$ cat src/sv/mmng8_pkg.sv
// ----------------------------------------------------------------------------
// mmng8_pkg: shared types and constants of the min/max gray8 normalizer
// Item structs, divider request/response and the width constants.
// ----------------------------------------------------------------------------
`default_nettype none

package mmng8_pkg;

  localparam int SampleBits = 16;
  localparam int GrayBits   = 8;
  // dividend 2*(x*255)+d stays below 511*2^SampleBits
  localparam int NumW       = SampleBits + 9;
  // divisor 2*d
  localparam int DenW       = SampleBits + 1;
  localparam int DivSteps   = GrayBits;
  localparam int CntW       = $clog2(DivSteps);

  localparam logic KindScan = 1'b0;
  localparam logic KindNorm = 1'b1;

  typedef struct packed {
    logic                         kind;
    logic signed [SampleBits-1:0] sample;
    logic                         first;
  } in_item_t;

  typedef struct packed {
    logic [GrayBits-1:0] gray;
    logic                flat;
  } out_item_t;

  typedef struct packed {
    logic            start;
    logic [NumW-1:0] num;
    logic [DenW-1:0] den;
  } div_req_t;

  typedef struct packed {
    logic                done;
    logic [GrayBits-1:0] quot;
  } div_rsp_t;

endpackage

`default_nettype wire

$ cat src/sv/mmng8_div.sv
// ----------------------------------------------------------------------------
// mmng8_div: radix-2 restoring divider
// One quotient bit per cycle; the quotient is known to fit in GrayBits.
// ----------------------------------------------------------------------------
`default_nettype none

module mmng8_div (
  input  wire logic               clk_i,
  input  wire logic               rst_ni,
  input  mmng8_pkg::div_req_t     req_i,
  output mmng8_pkg::div_rsp_t     rsp_o
);

  logic                               busy_q;
  logic [mmng8_pkg::CntW-1:0]         cnt_q;
  logic [mmng8_pkg::NumW-1:0]         rem_q;
  logic [mmng8_pkg::NumW-1:0]         dsh_q;
  logic [mmng8_pkg::GrayBits-1:0]     quo_q;
  logic [mmng8_pkg::NumW:0]           trial;
  logic                               ge;

  assign trial = {1'b0, rem_q} - {1'b0, dsh_q};
  assign ge    = ~trial[mmng8_pkg::NumW];

  always_ff @(posedge clk_i or negedge rst_ni) begin
    if (!rst_ni) begin
      busy_q <= 1'b0;
      cnt_q  <= '0;
    end else if (req_i.start) begin
      busy_q <= 1'b1;
      cnt_q  <= mmng8_pkg::CntW'(mmng8_pkg::DivSteps - 1);
    end else if (busy_q) begin
      cnt_q <= cnt_q - 1'b1;
      if (cnt_q == '0) begin
        busy_q <= 1'b0;
      end
    end
  end

  always_ff @(posedge clk_i) begin
    if (req_i.start) begin
      rem_q <= req_i.num;
      // divisor aligned to the top quotient bit
      dsh_q <= mmng8_pkg::NumW'(req_i.den) << (mmng8_pkg::DivSteps - 1);
      quo_q <= '0;
    end else if (busy_q) begin
      if (ge) begin
        rem_q <= trial[mmng8_pkg::NumW-1:0];
      end
      dsh_q <= dsh_q >> 1;
      quo_q <= {quo_q[mmng8_pkg::GrayBits-2:0], ge};
    end
  end

  assign rsp_o.done = busy_q && (cnt_q == '0);
  assign rsp_o.quot = {quo_q[mmng8_pkg::GrayBits-2:0], ge};

endmodule

`default_nettype wire

$ cat src/sv/min_max_normalize_to_gray8_core.sv
// ----------------------------------------------------------------------------
// min_max_normalize_to_gray8_core: two-pass contrast stretch to 8-bit gray
// Tracks the frame min/max and maps samples to round((s-min)*255/(max-min)).
// ----------------------------------------------------------------------------
// Usage:
//   Input channel in_valid_i / in_stall_o / in_data_i carries items. A scan
//   item (kind 0) updates the running min/max in the cycle it is taken and
//   gives no result; first restarts both at that sample. A normalize item
//   (kind 1) gives one result on out_valid_o / out_stall_i / out_data_o.
//   A scan item never raises in_stall_o. A normalize item passes through
//   prep, multiply, 8 radix-2 divider steps and load before out_valid_o
//   rises; samples at or outside the range, or a flat frame, go from prep
//   straight to load. The block holds in_stall_o high while an item is in
//   work, so one item is in work at a time and the next is taken in the
//   cycle after the load. The result sits in an output register; a new
//   item is taken while it waits. A finished item waits in the core if
//   that register is still stalled. Reset clears min/max to zero and
//   empties the output.
//   A flat frame (max equals min) gives gray 0 with flat set.
// ----------------------------------------------------------------------------
`default_nettype none

module min_max_normalize_to_gray8_core (
  input  wire logic                 clk_i,
  input  wire logic                 rst_ni,
  input  wire logic                 in_valid_i,
  output logic                      in_stall_o,
  input  mmng8_pkg::in_item_t       in_data_i,
  output logic                      out_valid_o,
  input  wire logic                 out_stall_i,
  output mmng8_pkg::out_item_t      out_data_o
);

  localparam int SB = mmng8_pkg::SampleBits;

  typedef enum logic [4:0] {
    ST_IDLE = 5'b00001,
    ST_PREP = 5'b00010,
    ST_MUL  = 5'b00100,
    ST_DIV  = 5'b01000,
    ST_DONE = 5'b10000
  } state_e;

  state_e                           state_q, state_d;
  logic signed [SB-1:0]             low_q, high_q;
  logic signed [SB-1:0]             smp_q;
  logic [SB-1:0]                    diff_q, rng_q;
  logic [mmng8_pkg::GrayBits-1:0]   res_gray_q, res_gray_d;
  logic                             res_flat_q, res_flat_d;
  logic                             out_valid_q;
  mmng8_pkg::out_item_t             out_data_q;

  logic                             in_acc;
  logic                             out_free;
  logic signed [SB:0]               diff_w, rng_w;
  logic                             flat_w, neg_w, below_w, above_w;
  logic [SB+7:0]                    prod_w;
  mmng8_pkg::div_req_t              div_req;
  mmng8_pkg::div_rsp_t              div_rsp;

  assign in_stall_o = (state_q != ST_IDLE);
  assign in_acc     = in_valid_i && !in_stall_o;
  assign out_free   = !out_valid_q || !out_stall_i;

  assign diff_w  = {smp_q[SB-1], smp_q} - {low_q[SB-1], low_q};
  assign rng_w   = {high_q[SB-1], high_q} - {low_q[SB-1], low_q};
  assign flat_w  = (rng_w == '0);
  assign neg_w   = rng_w[SB];
  assign below_w = (smp_q <= low_q);
  assign above_w = (smp_q >= high_q);

  // x*255 as (x << 8) - x
  assign prod_w = {diff_q, 8'd0} - {8'd0, diff_q};

  always_comb begin
    div_req.start = (state_q == ST_MUL);
    // round half up: floor((2*num + d) / (2*d))
    div_req.num   = {prod_w, 1'b0} + mmng8_pkg::NumW'(rng_q);
    div_req.den   = {rng_q, 1'b0};
  end

  mmng8_div u_div (
    .clk_i  (clk_i),
    .rst_ni (rst_ni),
    .req_i  (div_req),
    .rsp_o  (div_rsp)
  );

  always_comb begin
    state_d    = state_q;
    res_gray_d = res_gray_q;
    res_flat_d = res_flat_q;
    unique case (state_q)
      ST_IDLE: begin
        if (in_acc && in_data_i.kind == mmng8_pkg::KindNorm) begin
          state_d = ST_PREP;
        end
      end
      ST_PREP: begin
        res_flat_d = flat_w;
        priority if (flat_w || neg_w || below_w) begin
          res_gray_d = '0;
          state_d    = ST_DONE;
        end else if (above_w) begin
          res_gray_d = '1;
          state_d    = ST_DONE;
        end else begin
          state_d = ST_MUL;
        end
      end
      ST_MUL: begin
        state_d = ST_DIV;
      end
      ST_DIV: begin
        if (div_rsp.done) begin
          res_gray_d = div_rsp.quot;
          state_d    = ST_DONE;
        end
      end
      ST_DONE: begin
        if (out_free) begin
          state_d = ST_IDLE;
        end
      end
      default: state_d = ST_IDLE;
    endcase
  end

  always_ff @(posedge clk_i or negedge rst_ni) begin
    if (!rst_ni) begin
      state_q     <= ST_IDLE;
      low_q       <= '0;
      high_q      <= '0;
      out_valid_q <= 1'b0;
    end else begin
      state_q <= state_d;
      if (in_acc && in_data_i.kind == mmng8_pkg::KindScan) begin
        if (in_data_i.first) begin
          low_q  <= in_data_i.sample;
          high_q <= in_data_i.sample;
        end else begin
          if (in_data_i.sample < low_q) begin
            low_q <= in_data_i.sample;
          end
          if (in_data_i.sample > high_q) begin
            high_q <= in_data_i.sample;
          end
        end
      end
      if (state_q == ST_DONE && out_free) begin
        out_valid_q <= 1'b1;
      end else if (!out_stall_i) begin
        out_valid_q <= 1'b0;
      end
    end
  end

  always_ff @(posedge clk_i) begin
    res_gray_q <= res_gray_d;
    res_flat_q <= res_flat_d;
    if (in_acc) begin
      smp_q <= in_data_i.sample;
    end
    if (state_q == ST_PREP) begin
      diff_q <= diff_w[SB-1:0];
      rng_q  <= rng_w[SB-1:0];
    end
    if (state_q == ST_DONE && out_free) begin
      out_data_q.gray <= res_gray_q;
      out_data_q.flat <= res_flat_q;
    end
  end

  assign out_valid_o = out_valid_q;
  assign out_data_o  = out_data_q;

  // running range never inverts
  a_range_order : assert property (@(posedge clk_i) disable iff (!rst_ni)
    low_q <= high_q)
    else $error("min above max");

  // a flat frame always reports black
  a_flat_gray : assert property (@(posedge clk_i) disable iff (!rst_ni)
    out_valid_o && out_data_o.flat |-> out_data_o.gray == '0)
    else $error("flat result with nonzero gray");

  // divider finishes only while the sequencer waits on it
  a_div_done : assert property (@(posedge clk_i) disable iff (!rst_ni)
    div_rsp.done |-> state_q == ST_DIV)
    else $error("divider done outside divide state");

  // a new result is loaded only into a free output register
  a_out_load : assert property (@(posedge clk_i) disable iff (!rst_ni)
    state_q == ST_DONE && out_valid_q && out_stall_i |=> state_q == ST_DONE)
    else $error("result left core while output stalled");

endmodule

`default_nettype wire

$ cat config.mk
export PLATFORM = sky130hd
export DESIGN_NAME = min_max_normalize_to_gray8_core
export DESIGN_NICKNAME = d
export VERILOG_FILES = /design/src/sv/mmng8_pkg.sv /design/src/sv/mmng8_div.sv /design/src/sv/min_max_normalize_to_gray8_core.sv
export SDC_FILE = /design/constraint.sdc
export NUM_CORES = 1
export LEC_CHECK = 0
export BUFFER_PORTS_ARGS = -buffer_cell sky130_fd_sc_hd__buf_2
export CELL_PAD_IN_SITES_DETAIL_PLACEMENT = 0
export CELL_PAD_IN_SITES_GLOBAL_PLACEMENT = 1
export CORE_MARGIN = 5
export CORE_UTILIZATION = 50
export DETAILED_ROUTE_END_ITERATION = 16
export PLACE_DENSITY_LB_ADDON = 0.1
export SETUP_SLACK_MARGIN = 0.15
export SYNTH_ARGS = -nofsm -noshare
export SYNTH_HDL_FRONTEND = slang
export SYNTH_HIERARCHICAL = 1
export SYNTH_SLANG_ARGS = --single-unit
$ cat constraint.sdc
create_clock -name clk_i -period 5.9 [get_ports clk_i]
set_input_delay 1.18 -clock clk_i [delete_from_list [all_inputs] [get_ports clk_i]]
set_output_delay 1.18 -clock clk_i [all_outputs]
set_load 0.005 [all_outputs]
======== Word-level counts from Yosys, hierarchy flattened ========
Cells that the tools add are included.
word-level totals
  input port bits ......................... 22
  bits in registers ....................... 164
  word-level logic and storage cells ...... 89
  output and inout bits ................... 11
cells by class
  multiplexer cells ....................... 26
  bitwise gates (word level) .............. 2
  magnitude comparators ................... 4
  reduce and logical (&&, ||, !) cells .... 22
  add/subtract/negate cells ............... 6
  equality and inequality tests ........... 12
operators with widths
  cell                count
  $mux 25             3
  $mux 16             4
  $mux 24             2
  $sub 25x24->26      1
  $add 25x16->25      1
  $mux 5              5
  $pmux 5 s5          1
  $mux 8              3
  $sub 24x16->24      1
  $logic_not 17->1    1
  $sub 16x16->17      1
  $ge 16x16->1        1
  $gt 16x16->1        1
  $le 16x16->1        1
  $lt 16x16->1        1
  $pmux 8 s2          1
  $sub 16x16->16      1
  $ne 2x2->1 const B  4
  $reduce_bool 2->1   4
  $mux 3              2
  $reduce_and 2->1    3
  $reduce_and 3->1    2
  $eq 5x1->1 const B  1
  $eq 5x2->1 const B  1
  13 further kinds    26

======== Depth between registers and ports, before layout ========
Gate-level depths: netlist of the first run.
  word-level depth ........................ 6
  mapped depth ............................ 19
  mapped depth without buffers ............ 18

======== Cells and area by module ========
The synthesis of the first run kept the hierarchy.
by module, submodules not included
  module                           area an instance (um2)  times used  cells each
  min_max_normalize_to_gray8_core  8084.0                  1           796
  mmng8_div                        3895.0                  1           449

======== Least setup slack after synthesis of the first run ========
No wires, ideal clock.
  kind .................................... reg2reg
  start point ............................. reg diff_q[8]
  end point ............................... reg u_div/rem_q[23] in the netlist's numbering, data pin
  buffers on the path ..................... 1
  setup slack ............................. 1.794 ns
  data arrival time ....................... 3.845 ns
  period minus slack after synthesis ...... 4.106 ns
  cell stages (with the launch flop) ...... 17
  path through ............................ edfxtp_1 clkbuf_1 inv_1 ha_1 or4b_4 o32ai_1 xor2_1 ha_1 a21o_1 a221o_1 nor3b_1 o31a_2 and2_4 nor2b_2 xnor2_1 o21ai_0 nor3_1
RTL lines
  element                 line                                    RTL
  start, declared         min_max_normalize_to_gray8_core.sv:47   logic [SB-1:0] diff_q, rng_q;
  start signal, assigned  min_max_normalize_to_gray8_core.sv:165  diff_q <= diff_w[SB-1:0];
  end signal, assigned    mmng8_div.sv:42                         rem_q <= req_i.num;
  end signal, assigned    mmng8_div.sv:48                         rem_q <= trial[mmng8_pkg::NumW-1:0];
  end, declared           mmng8_div.sv:16                         logic [mmng8_pkg::NumW-1:0] rem_q;

==> impl_results.md, run 1 <==
* Outcome: finished, final reports clean
* Num ports at 33
* Fin. max-slew vios at 0
* Post-synth EDFFs at 108
* Core area at 23500 sq um
* Cts bufs inserted at 17
* CP max stage cell: edfxtp_1
* Detailed Routing Iterations Pass 1 at 5
* Footprint of the multi-input gates at 6890 sq um
* Cell area power density at 440 nW/um^2
* Async set-reset flop share out of synthesis at 25.6%
* Remaining antenna violation count at 0
* Input/output buffers at 32
* Count leader, synth: nand2_1
* Die width at 165 um
* HPWL after DPL at 22000 um
* Syn avg cell area at 9.62 sq um
* CP delay by family, top: compound AO/OA/AOI/OAI gates
* Max incr delay on CP at 0.51 ns
* Drt via density at 5.60
* Worst-Skew Late Latency at 0.43 ns
* #FFs+latches synth at 164
* H-tree Lvls at 4
* Maximum buffer depth of the clock tree at 2
* Antenna violations before repair at 0
* # DRC at 0
* Post-CTS Setup Inserts at 0
* Vias in the first global route at 8761
* Cell taking the most area after synthesis: edfxtp_1
* Clk sink count at 164
* Worst-path fanout max at 8
* Post-synth top area share at 27.1%
* Synth warn at 6
* Final critical-path share of the clock period at 78.9%
* Peak Freq at 0.215 GHz
* Via count at 8983
* Cts hold-fix bufs at 0
* Seq/Total Area, Yosys at 38.2%
* First-pass GRT wire length at 45100 um
* Max-cap violation count at 0
* Register area at 4580 sq um
* Global Route Usage Sum at 21.1%
* Worst Path Arrival at 4.83 ns
* Die area at 27200 sq um
* Largest net degree at the start of global routing at 97
* Netlist Area Pre-Place at 12000 sq um
* Clock slew at reported path FFs at 0.07 ns
* Min cycle time layout at 4.65 ns
* Pre-CTS setup slack at 1.24 ns
* Synth Flop Type: edfxtp_1
* Leakage power at 0.00536 uW
* Die Span Y at 165 um
* Number of library cell types mapped by synthesis at 96
* Endpoints failing hold at 0
* Placed Area at 12500 sq um
* Critical Path, Cell by Cell: inv_1 > ha_1 > or4b_4 > o32ai_1 > xor2_1 > ha_1 > nand4_1 > o31ai_1 > o21ai_1 > o21ai_0 > nand3_1 > nor3_2 > xnor2_1 > a22oi_1 > nand3_1
* Rel. slew slack at 34.8%
* Worst setup margin at 1.25 ns
* N_diodes at 0
* CP endpoint kind: flip-flop
* IR drop worst, VDD at 0.000244 V
* CP required at 6.08 ns
* Initial Util at 50.9%
* Final nets at 1427
* Final Skew at 0.0156 ns
* Clock root buffer: clkbuf_16
* Grt total ovfl at 0
* Aggregate routed wire length at 27800 um
* Rows at 56
* Routed WL per cell at 17.3 um
* HP Class: reg2reg
* DRT iter0 DRCs at 625
* CTS tree: built
* Filler cells at 2231
* Final Instance Area at 13000 sq um
* Fin util at 55.3%
* Unrepaired setup endpoints after global routing: false
* Final setup violating endpoints at 0
* Tightest Pin Transition at 0.978 ns
* WS Path Type: reg2reg
* Top post-synthesis cells by count: nand2_1 (131), ha_1 (129), edfxtp_1 (108)
* Layout area overhead at 8.69%
* Synthesized netlist cell count at 1245
* Cts repair resizes at 0
* Final Power at 5730 uW
* Layout cells sized above 1 at 11.5%
* Placer Congestion at 0.855
* Synthesized Nets at 1400
* Crit path buf inv count at 1
* CP Launch Type: flip-flop
* Top cells by area, synth: edfxtp_1 (27%), ha_1 (13%), dfrtp_1 (8.6%)
* Post-route setup TNS at 0 ns
sequential cells by signal (all words and copies together) (netlist names):
| signal | cells |
|---|---|
| diff_q | 16 |
| high_q | 16 |
| low_q | 16 |
| out_data_o | 9 |
| out_valid_o | 1 |
| res_flat_q | 1 |
| res_gray_q | 8 |
| rng_q | 16 |
| smp_q | 16 |
| state_q | 5 |
| u_div/busy_q | 1 |
| u_div/cnt_q | 3 |
| u_div/dsh_q | 24 |
| u_div/quo_q | 7 |
| u_div/rem_q | 25 |
path summary, 6_finish.rpt:
path | to | start | cells past startpoint | slack (ns)
max | u_div/rem_q[24] | diff_q[8] | 15 | 1.25
min | out_data_o[3] | res_gray_q[2] | 0 | 0.42
max reg2reg | u_div/rem_q[24] | diff_q[8] | 15 | 1.25
min reg2reg | out_data_o[3] | res_gray_q[2] | 0 | 0.42
max in group asynchronous | state_q[3] | rst_ni | 1 | 4.38
min in group asynchronous | high_q[2] | rst_ni | 1 | 0.89
cell families after synthesis:
logic type      synth area share [%]
simple gates                    15.4
compound gates                  18.1
flops                           38.2
fa+ha+maj                       14.1
buf+inv                         4.33
xor+xnor                        5.11
mux                             4.69
other cells                   0.0313
through the flow:
stage	hold WS (ns)	cells
CTS	0.422	1604
floorplan	0.400	1245
detailed placement	0.405	1572
global placement	0.401	1572
finish	0.421	1604
global route	0.425	1604
cell type report:
type                    instances  share of cell area [%]
clock buffers                  20                    3.52
clock inverters                12                   0.836
inverters                     102                    2.94
multi-input cells             949                    52.9
flip-flops and latches        164                    35.1
well taps                     319                    3.07
repair buffers                 38                    1.58
where the power goes:
part	leakage, uW	internal, uW	switching [uW]	total, uW
sequential	0.00161	1530	128	1650
clock	0.000277	581	501	1080
combinational	0.00347	1250	1740	2990
total	0.00536	3350	2370	5730
layout by cell type (no fill, tap or decap), drive strengths merged, types with 13 or more instances in the layout:
cell type	count
dfxtp	14
o21a	24
a21oi	75
mux2	33
xnor2	51
dfrtp	41
a211oi	17
clkbuf	20
inv	110
a21o	29
buf	38
nor3	32
nand3	19
edfxtp	108
nand2	132
nor2	91
mux2i	19
nor2b	13
xor2	18
ha	129
o21ai	85
metal layers:
metal / track usage (%) / up-vias / share of wire [%]
met5: 0 / - / 0
met4: 5.33 / 0 / 1.5
met3: 2.87 / 20 / 2.7
met2: 36.5 / 133 / 49
met1: 28.1 / 4229 / 47
li1: - / 4601 / -
Power figures use the tool's default switching activity.
==> run 2: changes to the inputs <==
Settings changed: CORE_UTILIZATION 50 to 46.
Clock period 5.9 ns to 4 ns, I/O delays scaled along.
==> run 2 against run 1 <==
Effect of this change: setup slack got worse by 1.2 ns; utilization is 2.8 points lower; clock skew fell by 0.0033 ns; routed wire length up 3.9%; non-clock buffer count rose by 53; clock power increased by 50%.
==> impl_results.md, run 2 (synthesized netlist as in run 1, its figures left out) <==
* Final critical-path share of the clock period at 98.5% (+20 points)
* Remaining antenna violation count at 0 (unchanged)
* Internal Power at 5150 uW (+53%)
* Clock root buffer: clkbuf_16
* Pre-CTS setup slack at -0.0125 ns (-1.25 ns)
* Worst-Skew Late Latency at 0.43 ns (about the same)
* Register area at 4580 sq um (unchanged)
* # DRC at 0 (unchanged)
* Aggregate routed wire length at 28900 um (+3.9%)
* Die Span Y at 171 um (+4.0%)
* Largest net degree at the start of global routing at 97 (unchanged)
* IR drop worst, VDD at 0.000330 V (+35%)
* Endpoints failing hold at 0 (unchanged)
* HP Class: reg2reg
* Layout cells sized above 1 at 16.7% (+5.2 points)
* Worst-path fanout max at 4 (-4)
* Largest Register: u_div/rem_q
* Outcome: finished, final reports clean
* Sequential share of power at 27.7% (-1.2 points)
* Clock slew at reported path FFs at 0.07 ns (about the same)
* Largest registers: u_div/rem_q (25), u_div/dsh_q (24)
* Footprint of the multi-input gates at 7010 sq um (+1.7%)
* Min cycle time layout at 3.94 ns (-0.715 ns)
* Grt met3 use at 2.57% (-0.30 points)
* CP required at 4.15 ns (-1.93 ns)
* Rows at 59 (+5.4%)
* M1 GR Usage at 26.5% (-1.5 points)
* First-pass GRT wire length at 47100 um (+4.4%)
* H-tree Lvls at 4 (unchanged)
* Layout area overhead at 13.3%
* Via count at 9262 (+3.1%)
* CP endpoint kind: flip-flop
* Final setup violating endpoints at 0 (unchanged)
* Unrepaired setup endpoints after global routing: true
* CTS tree: built
* Commonest non-fill, non-tap cell in the layout: nand2_1
* HPWL after DPL at 22800 um (+3.5%)
* Filler cells at 2391 (+7.2%)
* Worst Path Arrival at 4.09 ns (-0.74 ns)
* Num ports at 33 (unchanged)
* Fin. max-slew vios at 0 (unchanged)
* Most frequent cells in the layout: nand2_1 (130), ha_1 (128), edfxtp_1 (108)
* Grt total ovfl at 0 (unchanged)
* Vias in the first global route at 9113 (+4.0%)
* Input/output buffers at 32 (unchanged)
* Clock power frac at 18.5% (-0.4 points)
* Leakage power at 0.00566 uW (+5.6%)
* Final nets at 1480 (+3.7%)
* Switching share of power at 41.3% (-0.11 points)
* Rel. slew slack at 38.4% (+3.6 points)
* Cts bufs inserted at 17 (unchanged)
* Routed WL per cell at 17.3 um (-0.34%)
* Min Hold Slack at 0.421 ns (-0.000314 ns)
* Cell area power density at 646 nW/um^2 (+47%)
* Drt via density at 5.54 (-1.1%)
* Placer Congestion at 0.882 (+3.1%)
* Clk sink count at 164 (unchanged)
* N_diodes at 0 (unchanged)
* Cts hold-fix bufs at 0 (unchanged)
* Max-cap violation count at 0 (unchanged)
* GRT busiest layer: met2
* Logic pwr share at 53.8% (+1.6 points)
* Core area at 25800 sq um (+9.7%)
* Worst setup margin at 0.0618 ns (-1.19 ns)
* DRT iter0 DRCs at 477 (-24%)
* GRT met2 Usage at 35.0% (-1.4 points)
* P_sw at 3620 uW (+53%)
* CP Launch Type: flip-flop
* Global Route Usage Sum at 20.0% (-1.1 points)
* Maximum buffer depth of the clock tree at 2 (unchanged)
* Peak Freq at 0.254 GHz (+18%)
* Tightest Pin Transition at 0.924 ns (-0.0540 ns)
* Final Skew at 0.0123 ns (-0.00330 ns)
* Detailed Routing Iterations Pass 1 at 5 (unchanged)
* Antenna violations before repair at 0 (unchanged)
* Post-route setup TNS at 0 ns (unchanged)
* Max FFs per register at 25 (unchanged)
* Initial Util at 46.4% (-4.5 points)
* Final Power at 8770 uW (+53%)
* Die width at 171 um (+4.0%)
* Die area at 29400 sq um (+8.2%)
* WS Path Type: reg2reg
run 2: cell count changes in the layout (fill, tap and decap cells not counted), moves of 3 or more:
cell / delta
buf_4: +51
nor4_1: -3
nor4_2: +3
o21ai_0: -3
o21ai_2: +3
run 2: worst paths after layout:
path | endpoint | cells after the start | slack (ns) | from
max | u_div/rem_q[21] | 17 | 0.06 | diff_q[0]
min in group asynchronous | high_q[2] | 2 | 0.43 | rst_ni
max in group asynchronous | u_div/cnt_q[2] | 2 | 3.15 | rst_ni
min | out_data_o[3] | 0 | 0.42 | res_gray_q[2]
min reg2reg | out_data_o[3] | 0 | 0.42 | res_gray_q[2]
max reg2reg | u_div/rem_q[21] | 17 | 0.06 | diff_q[0]
run 2: per-layer routing:
layer | vias up | share of wire, %
met2 | 149 | 50
li1 | 4704 | -
met5 | - | 0
met4 | 0 | 1.6
met1 | 4378 | 46
met3 | 31 | 2.6
run 2: stage by stage:
stage                     std cells  utilization [%]  instance area, sq um
after floorplan                1245                -                 12000
after global placement         1632             49.6                 12800
after detailed placement       1632             49.6                 12800
after CTS                      1668             52.1                 13500
after global routing           1673             52.6                 13600
final                          1673             52.6                 13600
run 2: layout make-up:
| type | instances | share of cell area, % |
|---|---|---|
| Clock buffer | 18 | 3.23 |
| Clock inverter | 14 | 0.986 |
| Inverter | 102 | 2.82 |
| Multi-Input combinational cell | 949 | 51.6 |
| Sequential cell | 164 | 33.7 |
| Tap cell | 335 | 3.09 |
| Timing Repair Buffer | 91 | 4.56 |
run 2: repair_timing:
item                       CTS  global route
setup endpoints to repair   15            17
resized for setup            8            16
pin swaps                    3            11
setup buffers                4             5
run 2: power groups by stage:
stage	logic [uW]	registers (uW)	clock network, uW
CTS	4690	2430	1680
finish	4720	2430	1620
floorplan	3410	2400	0
global route	5300	2470	1750
global placement	4620	2460	0
detailed placement	4640	2470	0
run 2: critical path: stages, from the launching register on:
cell,delay (ns)
edfxtp_1,0.44
inv_2,0.09
ha_2,0.17
or4b_4,0.50
nor2_4,0.10
xnor2_1,0.07
ha_1,0.19
or3_4,0.37
o22a_1,0.18
o21a_1,0.12
a221o_1,0.33
nor3b_1,0.15
o31a_2,0.32
and2_4,0.18
mux2i_2,0.14
xnor2_1,0.13
nand2_1,0.09
o31ai_1,0.08
==> run 3: changes to the inputs <==
Settings changed: CORE_UTILIZATION 46 to 50.
Clock period 4 ns to 3.9 ns, I/O delays scaled along.
==> run 3 against run 2 <==
Effect of this change: the run now ends with negative setup slack left; via count shrank 0.12%; largest cell class unchanged; register-to-register slack lost 0.098 ns; largest power group unchanged; power grew 2.9%.
==> impl_results.md, run 3 (synthesized netlist as in run 1, its figures left out) <==
* # DRC at 0 (unchanged)
* Fin cells at 1669 (-0.24%)
* Cts hold-fix bufs at 0 (unchanged)
* Worst-Skew Late Latency at 0.43 ns (about the same)
* Max-cap violation count at 0 (unchanged)
* Rel. slew slack at 30.6% (-7.8 points)
* IR drop worst, VDD at 0.000382 V (+16%)
* Rows at 56 (-5.1%)
* Min cycle time layout at 3.94 ns (-0.00211 ns)
* Tightest Pin Transition at 1.04 ns (+0.117 ns)
* Cts bufs inserted at 17 (unchanged)
* Fin. max-slew vios at 0 (unchanged)
* Largest Register: u_div/rem_q
* WS Path Type: reg2reg
* Routed WL per cell at 17.0 um (-1.3%)
* Placer Congestion at 0.931 (+5.6%)
* CTS tree: built
* Peak Freq at 0.254 GHz (about the same)
* Clock slew at reported path FFs at 0.07 ns (about the same)
* Failing checks: negative setup slack
* H-tree Lvls at 4 (unchanged)
* Maximum buffer depth of the clock tree at 2 (unchanged)
* Fin util at 58.1% (+5.6 points)
* Worst Setup SP: diff_q[1]
* Clk sink count at 164 (unchanged)
* Final setup violating endpoints at 2 (+2)
* N_diodes at 0 (unchanged)
* Final nets at 1492 (+0.81%)
* Grt total ovfl at 0 (unchanged)
* Remaining antenna violation count at 0 (unchanged)
* Layout cells sized above 1 at 18.0% (+1.3 points)
* Hold Startpoint: res_gray_q[6]
* DRT iter0 DRCs at 483 (+1.3%)
* Via count at 9251 (-0.12%)
* CP required at 4.15 ns (about the same)
* Reg2Reg Setup Slack at -0.04 ns (-0.10 ns)
* HP Class: reg2reg
* Worst setup margin at -0.0361 ns (-0.0979 ns)
* Input/output buffers at 32 (unchanged)
* Unrepaired setup endpoints after global routing: true
* Worst-path fanout max at 4 (unchanged)
* Die area at 27200 sq um (-7.5%)
* Num ports at 33 (unchanged)
* Final Skew at 0.0172 ns (+0.00485 ns)
* Die width at 165 um (-3.8%)
* CP Launch Type: flip-flop
* Outcome: complete, but fails checks
* First-pass GRT wire length at 46700 um (-0.83%)
* Drt via density at 5.54 (+0.12%)
* Layout area overhead at 14.3%
* Post-route setup TNS at -0.0499 ns (-0.0499 ns)
* Largest net degree at the start of global routing at 97 (unchanged)
* Most frequent cells in the layout: nand2_1 (130), ha_1 (125), edfxtp_1 (108)
* Clock root buffer: clkbuf_16
* CP max stage cell: edfxtp_1
* Initial Util at 50.9% (+4.5 points)
* Critical Path, Cell by Cell: buf_4 > ha_1 > a21o_1 > a2111o_1 > o21a_1 > a21oi_1 > xnor2_1 > ha_1 > nand2_1 > o21ai_0 > o31a_2 > and2_4 > nor2b_2 > xnor2_1 > o21ai_1 > nor3_1
* CP endpoint kind: flip-flop
* Max FFs per register at 25 (unchanged)
* Placed cell count at 1627 (-0.31%)
* Largest registers: u_div/rem_q (25), u_div/dsh_q (24)
* Vias in the first global route at 9251 (+1.5%)
* Global Route Usage Sum at 21.7% (+1.6 points)
* HPWL after DPL at 22300 um (-2.4%)
* Die Span Y at 165 um (-3.8%)
* Endpoints failing hold at 0 (unchanged)
* Final critical-path share of the clock period at 101% (+2.5 points)
* Detailed Routing Iterations Pass 1 at 5 (unchanged)
* Aggregate routed wire length at 28400 um (-1.6%)
* Worst Path Arrival at 4.19 ns (+0.10 ns)
* Commonest non-fill, non-tap cell in the layout: nand2_1
* Leakage power at 0.00571 uW (+0.93%)
* Core area at 23500 sq um (-8.9%)
* Cell area power density at 659 nW/um^2 (+2.0%)
* Reg-to-reg startpoint: diff_q[1]
* Max incr delay on CP at 0.45 ns (-0.05 ns)
* Antenna violations before repair at 0 (unchanged)
-- run 3: changes by cell type in the layout (fill, tap and decap cells not counted), moves of 2 or more --
cell and change:
a21oi_1 -2, buf_4 +13, clkinv_4 +3, ha_1 -3, ha_4 +2, inv_8 -2
-- run 3: area by class of cell --
cell class	count	area, sq um
multi-input cells	949	7090
fillers	2152	9860
repair buffers	103	697
flip-flops and latches	164	4580
clock inverters	14	118
inverters	102	383
clock buffers	18	429
well taps	319	399
-- run 3: where the power goes --
group / leakage (uW) / internal, uW / switching [uW]
sequential: 0.00161 / 2310 / 179
clock: 0.000274 / 836 / 763
combinational: 0.00383 / 2170 / 2760
-- run 3: worst paths after layout --
kind / to / cells past startpoint
setup / recovery: u_div/rem_q[23] / 16
hold / removal: out_data_o[7] / 0
setup reg to reg: u_div/rem_q[23] / 16
hold reg to reg: out_data_o[7] / 0
max in group asynchronous: u_div/cnt_q[1] / 1
min in group asynchronous: high_q[2] / 1
-- run 3: layer usage --
layer | part of all wire [%] | vias up | GRT usage [%]
li1 | - | 4739 | -
met1 | 46 | 4346 | 28.1
met2 | 50 | 135 | 38.2
met3 | 2.2 | 31 | 2.89
met4 | 1.9 | 0 | 5.56
met5 | 0 | - | 0
-- run 3: what timing repair did --
action	CTS	global route
endpoints found under the setup margin	16	17
resized for setup	7	22
setup buffers	4	6
pin swaps	4	5
-- run 3: critical path, delay by kind of cell, from the launching register on --
kind	cells	cell delay, ns
AOI/OAI and AO/OA	7	1.58
DFF	1	0.45
buffers and inverters	1	0.17
xor gates and xnor gates	2	0.30
and+or+nand+nor	4	0.63
adders and majority gates	2	0.65
-- run 3: metrics by stage --
| step | setup WS (ns) | total power [uW] | hold WS (ns) | instance area [sq um] |
|---|---|---|---|---|
| after floorplan | 0.0428 | 5970 | 0.400 | 12000 |
| after global placement | 0.0125 | 7290 | 0.404 | 12900 |
| after detailed placement | -0.0513 | 7330 | 0.405 | 12900 |
| after CTS | -0.0164 | 9000 | 0.413 | 13500 |
| after global routing | -0.208 | 9770 | 0.420 | 13700 |
| final | -0.0361 | 9020 | 0.416 | 13700 |
